$ cat src/shabs_pkg.sv
// shared types and constants for the byte stream hasher
`default_nettype none

package shabs_pkg;

  typedef enum logic [2:0] {
    ST_IDLE,
    ST_PAD,
    ST_ROUND,
    ST_UPDATE,
    ST_FINAL
  } state_t;

  // eight 32-bit words, element 0 is word 0 (H0 or a)
  typedef logic [7:0][31:0] chain_t;

  typedef struct packed {
    logic       shift_byte;
    logic [7:0] byte_val;
    logic       load_vars;
    logic       round;
    logic [5:0] round_idx;
    logic       update;
    logic       init_chain;
  } core_ctl_t;

  localparam chain_t INIT_H = {
    32'h5be0cd19, 32'h1f83d9ab, 32'h9b05688c, 32'h510e527f,
    32'ha54ff53a, 32'h3c6ef372, 32'hbb67ae85, 32'h6a09e667
  };

  localparam logic [31:0] ROUND_K [64] = '{
    32'h428a2f98, 32'h71374491, 32'hb5c0fbcf, 32'he9b5dba5,
    32'h3956c25b, 32'h59f111f1, 32'h923f82a4, 32'hab1c5ed5,
    32'hd807aa98, 32'h12835b01, 32'h243185be, 32'h550c7dc3,
    32'h72be5d74, 32'h80deb1fe, 32'h9bdc06a7, 32'hc19bf174,
    32'he49b69c1, 32'hefbe4786, 32'h0fc19dc6, 32'h240ca1cc,
    32'h2de92c6f, 32'h4a7484aa, 32'h5cb0a9dc, 32'h76f988da,
    32'h983e5152, 32'ha831c66d, 32'hb00327c8, 32'hbf597fc7,
    32'hc6e00bf3, 32'hd5a79147, 32'h06ca6351, 32'h14292967,
    32'h27b70a85, 32'h2e1b2138, 32'h4d2c6dfc, 32'h53380d13,
    32'h650a7354, 32'h766a0abb, 32'h81c2c92e, 32'h92722c85,
    32'ha2bfe8a1, 32'ha81a664b, 32'hc24b8b70, 32'hc76c51a3,
    32'hd192e819, 32'hd6990624, 32'hf40e3585, 32'h106aa070,
    32'h19a4c116, 32'h1e376c08, 32'h2748774c, 32'h34b0bcb5,
    32'h391c0cb3, 32'h4ed8aa4a, 32'h5b9cca4f, 32'h682e6ff3,
    32'h748f82ee, 32'h78a5636f, 32'h84c87814, 32'h8cc70208,
    32'h90befffa, 32'ha4506ceb, 32'hbef9a3f7, 32'hc67178f2
  };

endpackage

`default_nettype wire

$ cat src/shabs_if.sv
// valid/ready channel interfaces for message bytes and digest words
`default_nettype none

interface shabs_msg_if;
  logic       valid;
  logic       ready;
  logic       func;
  logic [7:0] data_byte;

  modport source (output valid, output func, output data_byte, input ready);
  modport sink (input valid, input func, input data_byte, output ready);
endinterface

interface shabs_dig_if;
  logic        valid;
  logic        ready;
  logic [31:0] digest_word;
  logic [2:0]  word_index;
  logic        last;

  modport source (output valid, output digest_word, output word_index, output last,
                  input ready);
  modport sink (input valid, input digest_word, input word_index, input last,
                output ready);
endinterface

`default_nettype wire

$ cat src/shabs_core.sv
// single-round sha-256 compression unit with byte-fed message schedule
`default_nettype none

module shabs_core (
  input  logic                  clk,
  input  logic                  rst,
  input  shabs_pkg::core_ctl_t  ctl,
  output shabs_pkg::chain_t     chain
);
  import shabs_pkg::*;

  // win[511:480] is the current schedule word w[t], win[31:0] is w[t+15]
  logic [511:0] win;
  chain_t       vars;
  logic [31:0]  w_new;
  logic [31:0]  t1;
  logic [31:0]  t2;
  logic [31:0]  ch;
  logic [31:0]  mj;

  function automatic logic [31:0] bsig0(input logic [31:0] x);
    return {x[1:0], x[31:2]} ^ {x[12:0], x[31:13]} ^ {x[21:0], x[31:22]};
  endfunction

  function automatic logic [31:0] bsig1(input logic [31:0] x);
    return {x[5:0], x[31:6]} ^ {x[10:0], x[31:11]} ^ {x[24:0], x[31:25]};
  endfunction

  function automatic logic [31:0] ssig0(input logic [31:0] x);
    return {x[6:0], x[31:7]} ^ {x[17:0], x[31:18]} ^ {3'b000, x[31:3]};
  endfunction

  function automatic logic [31:0] ssig1(input logic [31:0] x);
    return {x[16:0], x[31:17]} ^ {x[18:0], x[31:19]} ^ {10'b0, x[31:10]};
  endfunction

  always_comb begin
    // w[t+16] from w[t+14], w[t+9], w[t+1], w[t]
    w_new = ssig1(win[63:32]) + win[223:192] + ssig0(win[479:448]) + win[511:480];
    ch    = (vars[4] & vars[5]) ^ (~vars[4] & vars[6]);
    mj    = (vars[0] & vars[1]) ^ (vars[0] & vars[2]) ^ (vars[1] & vars[2]);
    t1    = vars[7] + bsig1(vars[4]) + ch + ROUND_K[ctl.round_idx] + win[511:480];
    t2    = bsig0(vars[0]) + mj;
  end

  always_ff @(posedge clk) begin
    if (ctl.shift_byte) begin
      win <= {win[503:0], ctl.byte_val};
    end else if (ctl.round) begin
      win <= {win[479:0], w_new};
    end
  end

  always_ff @(posedge clk) begin
    if (ctl.load_vars) begin
      vars <= chain;
    end else if (ctl.round) begin
      vars <= {vars[6], vars[5], vars[4], vars[3] + t1, vars[2], vars[1], vars[0], t1 + t2};
    end
  end

  always_ff @(posedge clk) begin
    if (rst) begin
      chain <= INIT_H;
    end else if (ctl.init_chain) begin
      chain <= INIT_H;
    end else if (ctl.update) begin
      for (int i = 0; i < 8; i++) begin
        chain[i] <= chain[i] + vars[i];
      end
    end
  end

endmodule

`default_nettype wire

$ cat src/sha256_byte_stream_hasher.sv
// sha-256 hasher top level: byte intake, padding sequencer and digest output
//
//  channel  dir  transaction                        payload
//  msg      in   one message byte or a finish       func, data_byte
//  dig      out  one digest word, eight per finish  digest_word, word_index, last
//
// an absorb byte is taken in the idle state; the 64th byte of a block starts compression
// (64 rounds through the single round unit, then one chaining add).
// a finish pads the buffered bytes out to a full block and compresses it, pads and
// compresses one more block when 56 or more bytes are buffered, and then loads the
// digest register.
// digest words drain from their own register, so new transactions are taken meanwhile;
// a finish stalls in its digest load cycle until the previous digest has gone out.
// rst is synchronous and returns the block to the start of an empty message.
`default_nettype none

module sha256_byte_stream_hasher (
  input  logic              clk,
  input  logic              rst,
  shabs_msg_if.sink         msg,
  shabs_dig_if.source       dig
);
  import shabs_pkg::*;

  localparam logic [5:0] FILL_LAST  = 6'd63;
  localparam logic [5:0] ROUND_LAST = 6'd63;
  localparam logic [2:0] WORD_LAST  = 3'd7;
  localparam logic [2:0] LEN_ZONE   = 3'b111;

  state_t      state;
  state_t      state_next;
  core_ctl_t   ctl;
  chain_t      chain;

  logic [5:0]  fill;
  logic [5:0]  round_cnt;
  logic [54:0] msg_blocks;
  logic [63:0] len;
  logic        padding;
  logic        extra_blk;
  logic        pad_first;
  logic        fin_accept;
  logic        len_byte;
  logic        final_load;
  logic        block_done;

  chain_t      dig_words;
  logic        out_busy;
  logic [2:0]  out_idx;
  logic        out_take;

  shabs_core u_core (
    .clk   (clk),
    .rst   (rst),
    .ctl   (ctl),
    .chain (chain)
  );

  always_ff @(posedge clk) begin
    if (rst) begin
      state <= ST_IDLE;
    end else begin
      state <= state_next;
    end
  end

  always_comb begin
    state_next     = state;
    ctl            = '0;
    ctl.round_idx  = round_cnt;
    msg.ready      = 1'b0;
    fin_accept     = 1'b0;
    len_byte       = 1'b0;
    final_load     = 1'b0;
    block_done     = 1'b0;
    case (state)
      ST_IDLE: begin
        msg.ready = 1'b1;
        if (msg.valid) begin
          if (!msg.func) begin
            ctl.shift_byte = 1'b1;
            ctl.byte_val   = msg.data_byte;
            if (fill == FILL_LAST) begin
              ctl.load_vars = 1'b1;
              state_next    = ST_ROUND;
            end
          end else begin
            fin_accept = 1'b1;
            state_next = ST_PAD;
          end
        end
      end
      ST_PAD: begin
        ctl.shift_byte = 1'b1;
        if (pad_first) begin
          ctl.byte_val = 8'h80;
        end else if (extra_blk || fill[5:3] != LEN_ZONE) begin
          ctl.byte_val = 8'h00;
        end else begin
          ctl.byte_val = len[63:56];
          len_byte     = 1'b1;
        end
        if (fill == FILL_LAST) begin
          ctl.load_vars = 1'b1;
          state_next    = ST_ROUND;
        end
      end
      ST_ROUND: begin
        ctl.round = 1'b1;
        if (round_cnt == ROUND_LAST) begin
          state_next = ST_UPDATE;
        end
      end
      ST_UPDATE: begin
        ctl.update = 1'b1;
        block_done = 1'b1;
        if (!padding) begin
          state_next = ST_IDLE;
        end else if (extra_blk) begin
          state_next = ST_PAD;
        end else begin
          state_next = ST_FINAL;
        end
      end
      ST_FINAL: begin
        if (!out_busy) begin
          final_load     = 1'b1;
          ctl.init_chain = 1'b1;
          state_next     = ST_IDLE;
        end
      end
      default: begin
        state_next = ST_IDLE;
      end
    endcase
  end

  always_ff @(posedge clk) begin
    if (rst) begin
      fill      <= '0;
      round_cnt <= '0;
    end else begin
      if (ctl.shift_byte) begin
        fill <= fill + 6'd1;
      end
      round_cnt <= ctl.round ? round_cnt + 6'd1 : '0;
    end
  end

  // the bit count of completed blocks is a multiple of 512, so only blocks are counted
  always_ff @(posedge clk) begin
    if (rst) begin
      msg_blocks <= '0;
    end else if (final_load) begin
      msg_blocks <= '0;
    end else if (block_done && !padding) begin
      msg_blocks <= msg_blocks + 55'd1;
    end
  end

  always_ff @(posedge clk) begin
    if (rst) begin
      padding   <= 1'b0;
      extra_blk <= 1'b0;
      pad_first <= 1'b0;
    end else begin
      if (fin_accept) begin
        padding   <= 1'b1;
        extra_blk <= (fill[5:3] == LEN_ZONE);
        pad_first <= 1'b1;
      end else begin
        if (final_load) begin
          padding <= 1'b0;
        end
        if (block_done) begin
          extra_blk <= 1'b0;
        end
        if (state == ST_PAD) begin
          pad_first <= 1'b0;
        end
      end
    end
  end

  // total length in bits, sent most significant byte first
  always_ff @(posedge clk) begin
    if (fin_accept) begin
      len <= {msg_blocks, fill, 3'b000};
    end else if (len_byte) begin
      len <= {len[55:0], 8'h00};
    end
  end

  assign out_take        = dig.valid && dig.ready;
  assign dig.valid       = out_busy;
  assign dig.digest_word = dig_words[0];
  assign dig.word_index  = out_idx;
  assign dig.last        = (out_idx == WORD_LAST);

  always_ff @(posedge clk) begin
    if (rst) begin
      out_busy <= 1'b0;
      out_idx  <= '0;
    end else if (final_load) begin
      out_busy <= 1'b1;
      out_idx  <= '0;
    end else if (out_take) begin
      out_idx <= out_idx + 3'd1;
      if (out_idx == WORD_LAST) begin
        out_busy <= 1'b0;
      end
    end
  end

  always_ff @(posedge clk) begin
    if (final_load) begin
      dig_words <= chain;
    end else if (out_take) begin
      dig_words <= {32'h0, dig_words[7:1]};
    end
  end

  a_block_full: assert property (@(posedge clk) disable iff (rst)
    msg.valid && msg.ready && !msg.func && fill == FILL_LAST |=> state == ST_ROUND)
    else $error("full block did not start compression");

  a_round_end: assert property (@(posedge clk) disable iff (rst)
    state == ST_ROUND && round_cnt == ROUND_LAST |=> state == ST_UPDATE)
    else $error("compression did not end after 64 rounds");

  a_emit_start: assert property (@(posedge clk) disable iff (rst)
    state == ST_FINAL && !out_busy |=> dig.valid && dig.word_index == 3'd0)
    else $error("digest output did not start at word 0");

  a_extra_pad: assert property (@(posedge clk) disable iff (rst)
    extra_blk |-> padding)
    else $error("extra pad block flagged outside padding");

endmodule

`default_nettype wire

$ cat src/flat_wrapper.sv
// flat-port wrapper written by rule: the top's interface ports become plain ports
module sha256_byte_stream_hasher_flat import shabs_pkg::*;
  (clk, rst, msg_valid, msg_func, msg_data_byte, msg_ready, dig_valid, dig_digest_word, dig_word_index, dig_last, dig_ready);
  shabs_msg_if msg_i ();
  shabs_dig_if dig_i ();
  input  logic clk;
  input  logic rst;
  input wire logic [$bits(msg_i.valid)-1:0] msg_valid;
  input wire logic [$bits(msg_i.func)-1:0] msg_func;
  input wire logic [$bits(msg_i.data_byte)-1:0] msg_data_byte;
  output wire logic [$bits(msg_i.ready)-1:0] msg_ready;
  output wire logic [$bits(dig_i.valid)-1:0] dig_valid;
  output wire logic [$bits(dig_i.digest_word)-1:0] dig_digest_word;
  output wire logic [$bits(dig_i.word_index)-1:0] dig_word_index;
  output wire logic [$bits(dig_i.last)-1:0] dig_last;
  input wire logic [$bits(dig_i.ready)-1:0] dig_ready;
  assign msg_i.valid = msg_valid;
  assign msg_i.func = msg_func;
  assign msg_i.data_byte = msg_data_byte;
  assign msg_ready = msg_i.ready;
  assign dig_valid = dig_i.valid;
  assign dig_digest_word = dig_i.digest_word;
  assign dig_word_index = dig_i.word_index;
  assign dig_last = dig_i.last;
  assign dig_i.ready = dig_ready;
  sha256_byte_stream_hasher u_core (.clk(clk), .rst(rst), .msg(msg_i), .dig(dig_i));
endmodule
$ cat config.mk
export PLATFORM = sky130hd
export DESIGN_NAME = sha256_byte_stream_hasher_flat
export DESIGN_NICKNAME = d
export VERILOG_FILES = /design/src/shabs_pkg.sv /design/src/shabs_if.sv /design/src/shabs_core.sv /design/src/sha256_byte_stream_hasher.sv /design/src/flat_wrapper.sv
export SDC_FILE = /design/constraint.sdc
export NUM_CORES = 2
export LEC_CHECK = 0
export BUFFER_PORTS_ARGS = -buffer_cell sky130_fd_sc_hd__buf_2
export CORE_MARGIN = 2
export CORE_UTILIZATION = 24
export DETAILED_ROUTE_END_ITERATION = 16
export SYNTH_ARGS = -nofsm -noshare
export SYNTH_HDL_FRONTEND = slang
export SYNTH_SLANG_ARGS = --single-unit
$ cat constraint.sdc
create_clock -name clk -period 25 [get_ports clk]
set_input_delay 1.25 -clock clk [delete_from_list [all_inputs] [get_ports clk]]
set_output_delay 1.25 -clock clk [all_outputs]
set_load 0.005 [all_outputs]
**After elaboration in Yosys (flattened, before gate mapping)**

Memory sizes are Yosys's and may differ from the RTL's.
Index checks and enable logic that the tools add are counted.
Widths: inputs -> output; s select.

- Output and inout bits: 38
- Register bits: 1418
- Memories: 1
- Logic and storage cells: 151
- Memory bits (read-only): 2048
- Bits of input ports: 13

- Reduce and logical (&&, ||, !) cells: 17
- $add $sub $neg: 22
- Equality and inequality tests: 12
- Mux-type cells: 44
- Order comparisons: 1
- Bitwise gates (word level): 19

Memories:

| name | depth | bits a word | rd ports | clocked after Yosys merged registers in | write ports | line | RTL |
|---|---|---|---|---|---|---|---|
| (no name shown) | 64 | 32 | 1 | 0 | 0 | shabs_core.sv:42 | `t1 = vars[7] + bsig1(vars[4]) + ch + ROUND_K[ctl.round_idx] + win[511:480];` |

Operators by type and width:

| kind | count |
|---|---|
| $mux 256 | 4 |
| $mux 512 | 2 |
| $add 32x32->32 | 18 |
| $xor 32x32->32 | 9 |
| $and 32x32->32 | 5 |
| $mux 64 | 2 |
| $mux 32 | 2 |
| $add 55x1->55 const B | 1 |
| $not 32->32 | 1 |
| $xor 32x22->32 | 1 |
| $xor 32x29->32 | 1 |
| $mux 1 | 21 |
| $mux 3 | 7 |
| $mux 10 | 2 |
| $pmux 10 s2 | 1 |
| $mux 8 | 2 |
| $reduce_bool 2->1 | 8 |
| $pmux 3 s5 | 1 |
| $add 6x1->6 const B | 2 |
| $eq 6x6->1 const B | 2 |
| $eq 3x3->1 const B | 3 |
| $ge 7x7->1 const B | 1 |
| $not 6->7 | 1 |
| $eq 3x2->1 const B | 2 |
| other kinds (12) | 16 |

**Longest topological paths before layout**

- Word-level depth: 9
- Depth in mapped cells: 38

**Modules after synthesis**

A second synthesis with hierarchy kept.

- Cells, all modules: 8269
- Area total of the unflattened synthesis: 85713.5 um2

By module, submodules not included:

| module | times used | cells an instance | sequential area each (um2) | area an instance (um2) |
|---|---|---|---|---|
| shabs_core | 1 | 6549 | 28187.0 | 68714.7 |
| sha256_byte_stream_hasher | 1 | 1720 | 11060.6 | 16998.8 |

**Worst setup path after synthesis**

OpenSTA, ideal clock, no wires.

- Path type: input port to flip-flop
- Start point: input msg_valid
- End point: register u_core.u_core.win[0], enable pin
- Cell stages on the path: 5
- Path buffers: 2
- Slack: 10707 ps
- Data arrival time: 10601 ps
- Path through: nor2b_1 o21ai_1 clkbuf_1 buf_1 nand2_1

- Longest elaborated chain between the ends: 3

Ends and longest elaborated chain:

| item | line | RTL |
|---|---|---|
| start: declaration | flat_wrapper.sv:8 | `input wire logic [$bits(msg_i.valid)-1:0] msg_valid;` |
| $mux 10 | sha256_byte_stream_hasher.sv:79 | `if (msg.valid) begin` |
| $pmux 10 s2 | sha256_byte_stream_hasher.sv:76 | `case (state)` |
| $reduce_bool 2->1 (no source line) | -- |  |
| end signal: assignment | shabs_core.sv:48 | `win <= {win[503:0], ctl.byte_val};` |
| end signal: assignment | shabs_core.sv:50 | `win <= {win[479:0], w_new};` |
| end: declaration | shabs_core.sv:13 | `logic [511:0] win;` |

Every way passes these cells.
A chain may end at the register's enable or synchronous reset.

**Worst setup path in the final report**

- Start point: register u_core.round_cnt[3]
- End point: register u_core.u_core.vars[31] (netlist name) (data pin)

- Longest elaborated chain between the ends: 9

Ends and longest elaborated chain:

| item | line | RTL |
|---|---|---|
| start: declaration | sha256_byte_stream_hasher.sv:36 | `logic [5:0] round_cnt;` |
| start signal: assignment | sha256_byte_stream_hasher.sv:146 | `round_cnt <= ctl.round ? round_cnt + 6'd1 : '0;` |
| $not 6->7 (implied by the code) | shabs_core.sv:42 |  |
| $mem_v2 64x32 | -- |  |
| $mux 32 (implied by the code) (2 in series) | shabs_core.sv:42 |  |
| $add 32x32->32 (2 in series) | shabs_core.sv:42 |  |
| $add 32x32->32 | shabs_core.sv:58 | `vars <= {vars[6], vars[5], vars[4], vars[3] + t1, vars[2], vars[1], vars[0], t1 + t2};` |
| $mux 256 | shabs_core.sv:57 | `end else if (ctl.round) begin` |
| $mux 256 | shabs_core.sv:55 | `if (ctl.load_vars) begin` |
| end signal: assignment | shabs_core.sv:56 | `vars <= chain;` |
| end signal: assignment | shabs_core.sv:58 |  |
| end: declaration | shabs_core.sv:14 | `chain_t vars;` |

Every way passes these cells. The select of a mux whose other input is x is not followed.

==> Flow_metrics.wiki <==
{| class="wikitable"
! Metric !! Value
|-
| CTS sink count || 1418
|-
| Power Internal || 5.24 mW
|-
| Power density normalized to cell area || 83.9 nW/um2
|-
| Synth warnings || 0
|-
| Via count of the first global-routing pass || 62.3k
|-
| Total Die Area || about 360000 um2
|-
| Clk network pwr share || 29.8%
|-
| Required time at the worst-slack endpoint || around 26 ns
|-
| Psw || around 2.8 mW
|-
| Number of maximum-capacitance violations || 0
|-
| Worst Reg2Reg Path Length in Cells || 36
|-
| Setup TNS after final layout || 0 ns
|-
| Max-slew violation count || 0
|-
| Portion of the post-synthesis area used by sequential elements || roughly 46%
|-
| Number of buffers created by CTS || 170
|-
| Number of vias per cell after detailed routing || 4.63
|-
| Vias after detailed routing || 65.8k
|-
| Placement-stage cell area || 90300 um2
|-
| Critical hold path startpoint || u_core.dig_words[226]
|-
| Area growth from synthesis to layout || 11.7%
|-
| Setup violation total in the final timing report || 0
|-
| Post-Synthesis Net Count || 10.2k
|-
| Most instantiated library cell after synthesis || nand2_1
|-
| Min-Delay Path Class || flop to flop
|-
| Overall routed net length || 259 mm
|-
| Area of the multi-input gates || 42700 um2
|-
| Largest area contributor in the synthesized netlist || edfxtp_1
|-
| FF-to-FF setup slack || between 15 and 20 ns
|-
| Number of top-level design ports || 51
|-
| Largest vdd supply drop || 0.000104 V
|-
| Part of the power in combinational logic || 33.7%
|-
| Share of cells above drive strength 1 || 4.94%
|-
| Cells after Synth || 9564
|-
| Post CTS Setup Buffer Count || 0
|-
| Number of storage elements in the synthesis netlist || between 1k and 1.5k
|-
| Global-route usage over all layers || between 10 and 15%
|-
| Most common flop cell mapped by yosys || edfxtp_1
|-
| Number of levels in the clock H-tree || 4
|-
| Final Wtd Congestion || 0.916
|-
| Critical Path Source Type || flop
|-
| Top cell types by occurrence after synthesis || nand2_1, edfxtp_1, a21oi_1
|-
| Worst hold slack || about 0.47 ns
|-
| Layer with the highest usage || met2
|-
| Number of antenna violations at the first check in global routing || 5
|-
| Met1 track demand over resource || 18.7%
|-
| Remaining routing DRC violations || 0
|-
| Reg-to-reg critical path startpoint || u_core.round_cnt[3]
|-
| Critical Setup Path Class || flop to flop
|-
| Leakage power || 39.2 nW
|-
| Endpoint with the worst hold slack || u_core.dig_words[194]
|-
| Proportion of power drawn by flip-flops and latches || 36.5%
|-
| Post-synthesis cell area || between 80000 and 90000 um2
|-
| Slowest cell on crit path || a311oi_1
|-
| Final hold vios || 0
|-
| Overflow left after global routing || 0
|-
| Origin of the worst setup path || u_core.round_cnt[3]
|-
| Number of buffers inserted by port buffering || 50
|-
| Delay of the slowest cell on the worst path || ~0.66 ns
|-
| Core Footprint || 355000 um2
|-
| Post-route setup slack || 15.20 ns
|-
| Post-Syn Area per Cell || 8.94 um2
|-
| Detail-routed net length per standard cell || approximately 18 um
|-
| Fill cell total of the finished layout || 37.8k
|-
| Ranking of synthesized cells by area || edfxtp_1, nand2_1, dfxtp_1
|-
| WP data arrival || around 10 ns
|-
| Final design area excluding fillers || 95600 um2
|-
| Hold_buf cts || 0
|-
| Overall die height || about 600 um
|-
| Slew margin rel. || 17.2%
|-
| RSZ-0062 raised after global routing || no
|-
| Net count of the finished layout || 9933
|-
| Layout Skew || 0.0890 ns
|-
| Starting DRC count in detailed routing || between 5k and 6k
|-
| Total power draw || 8.02 mW
|-
| Global routing met3 resource utilization || 1.59%
|-
| Status || completed
|-
| Switching share of total power || 34.6%
|-
| Worst slack after detailed placement || 15.48 ns
|-
| Final worst path period need || 9.80 ns
|-
| Antenna Violating Nets Remaining || 0
|-
| Wire length of the first global-routing pass || around 400 mm
|-
| Sum of net half-perimeters after detailed placement || about 180 mm
|-
| Clock tree buffer depth || 4
|-
| Proportion of register bits with asynchronous set or reset after synthesis || 0%
|-
| Die outline width || ~600 um
|-
| Clk pin slew, worst setup/hold paths || 0.06 ns
|-
| Worst R2R End || u_core.u_core.vars[31]
|-
| CTS tree || yes
|-
| Pin count of the biggest net entering global routing || 203
|-
| Distinct cell type count after synthesis || ~100
|-
| Transition at the pin with the smallest max-transition slack || ~1.2 ns
|-
| Largest fanout of any net on the critical path || 69
|-
| EDFF count, synth || 1085
|-
| Synth top area share || 38.1%
|-
| Type of element capturing the critical path || flop
|-
| TritonRoute pass-1 iters || 6
|-
| Number of cells on the worst hold path || 2
|-
| Sequential standard cell area || 39300 um2
|-
| Final worst path period share || 39.2%
|-
| GR met2 Demand/Resource || 22.3%
|-
| Library cell used as clock root buffer || clkbuf_16
|-
| Insertion delay of the later-clocked pin in the worst-skew pair || 0.86 ns
|-
| Maximum achievable frequency || 0.102 GHz
|-
| Count of instances resized after the clock tree is built || 0
|-
| Initial standard-cell utilization of the core || around a quarter
|-
| Worst path most repeated cell || a21oi_1
|-
| Row cnt || between 200 and 250
|}
## critical path: cells and delay by family (launching register included)
family	cells	cell delay, ns
AO/OA/AOI/OAI	18	4.52
adder cells (fa/ha/maj)	4	1.70
buffers and inverters	5	1.38
AND/OR/NAND/NOR	6	0.98
XOR/XNOR	3	0.55
flip-flops	1	0.31
## logic make-up after synthesis
| kind of cell | synth area share (%) |
|---|---|
| XOR/XNOR | 6.20 |
| flip-flops | 45.9 |
| multiplexers | 0.658 |
| AND/OR/NAND/NOR | 20.2 |
| buffers and inverters | 4.26 |
| AO/OA/AOI/OAI | 12.3 |
| adder cells (fa/ha/maj) | 10.5 |
## power groups by stage
stage          sequential (mW)  clock, mW  combinational, mW
2_1_floorplan             2.94          0               1.98
3_3_place_gp              2.97          0               2.64
3_5_place_dp              2.97          0               2.65
4_1_cts                   2.92       2.45               2.68
5_1_grt                   2.94       2.52               3.00
6_report                  2.92       2.39               2.71
## cells in the final DEF, fill, tap and decap left out, drive strengths merged, types with 62 or more instances in the layout
cell and count:
dfxtp 333, inv 390, o211ai 85, nor2 352
nand3 121, xnor2 402, xor2 203, nand2 3359
buf 134, clkbuf 238, fa 195, ha 401
a21oi 557, nand2b 62, o21ai 441, edfxtp 1085
nor3 79, a21o 213
## metal layers
metal / share of wire (%) / up-vias
met5: 0.0035 / -
met4: 4.1 / 2
met3: 5.5 / 403
met2: 46 / 1872
met1: 44 / 31700
li1: - / 31900
## worst max-delay path by stage
stage               slack, ns  depth (start not counted)                     end
floorplan               10.71                          5    u_core.u_core.win[0]
CTS                     15.43                         36  u_core.u_core.vars[31]
global route            14.65                         36  u_core.u_core.vars[31]
detailed placement      15.48                         36  u_core.u_core.vars[31]
finish                  15.20                         36  u_core.u_core.vars[31]
global placement        15.35                         36  u_core.u_core.vars[31]
## state kept, by name (all words and copies together), names as in the netlist, 3 cells and up
signal / count
u_core.msg_blocks: 55
u_core.state: 3
u_core.u_core.win: 512
u_core.fill: 6
u_core.u_core.vars: 256
u_core.dig_words: 224
u_core.round_cnt: 6
u_core.u_core.chain: 256
u_core.dig.digest_word: 32
u_core.len: 61
u_core.dig.word_index: 3
## area by class of cell
| class | instances | area share, % |
|---|---|---|
| clock buffer | 238 | 4.91 |
| sequential | 1418 | 41.1 |
| tap | 4751 | 6.22 |
| antenna | 1 | 0.00262 |
| clock inverter | 66 | 0.567 |
| inverter | 390 | 1.53 |
| timing repair buffer | 134 | 0.974 |
| multi-input combinational | 7210 | 44.7 |
## per-stage QoR
stage,util (%),std cells
after floorplan,-,9564
after global placement,25.4,13900
after detailed placement,25.4,13900
after CTS,26.9,14200
after global routing,26.9,14200
final,26.9,14200
No activity file was read; power rests on OpenSTA's default activity.
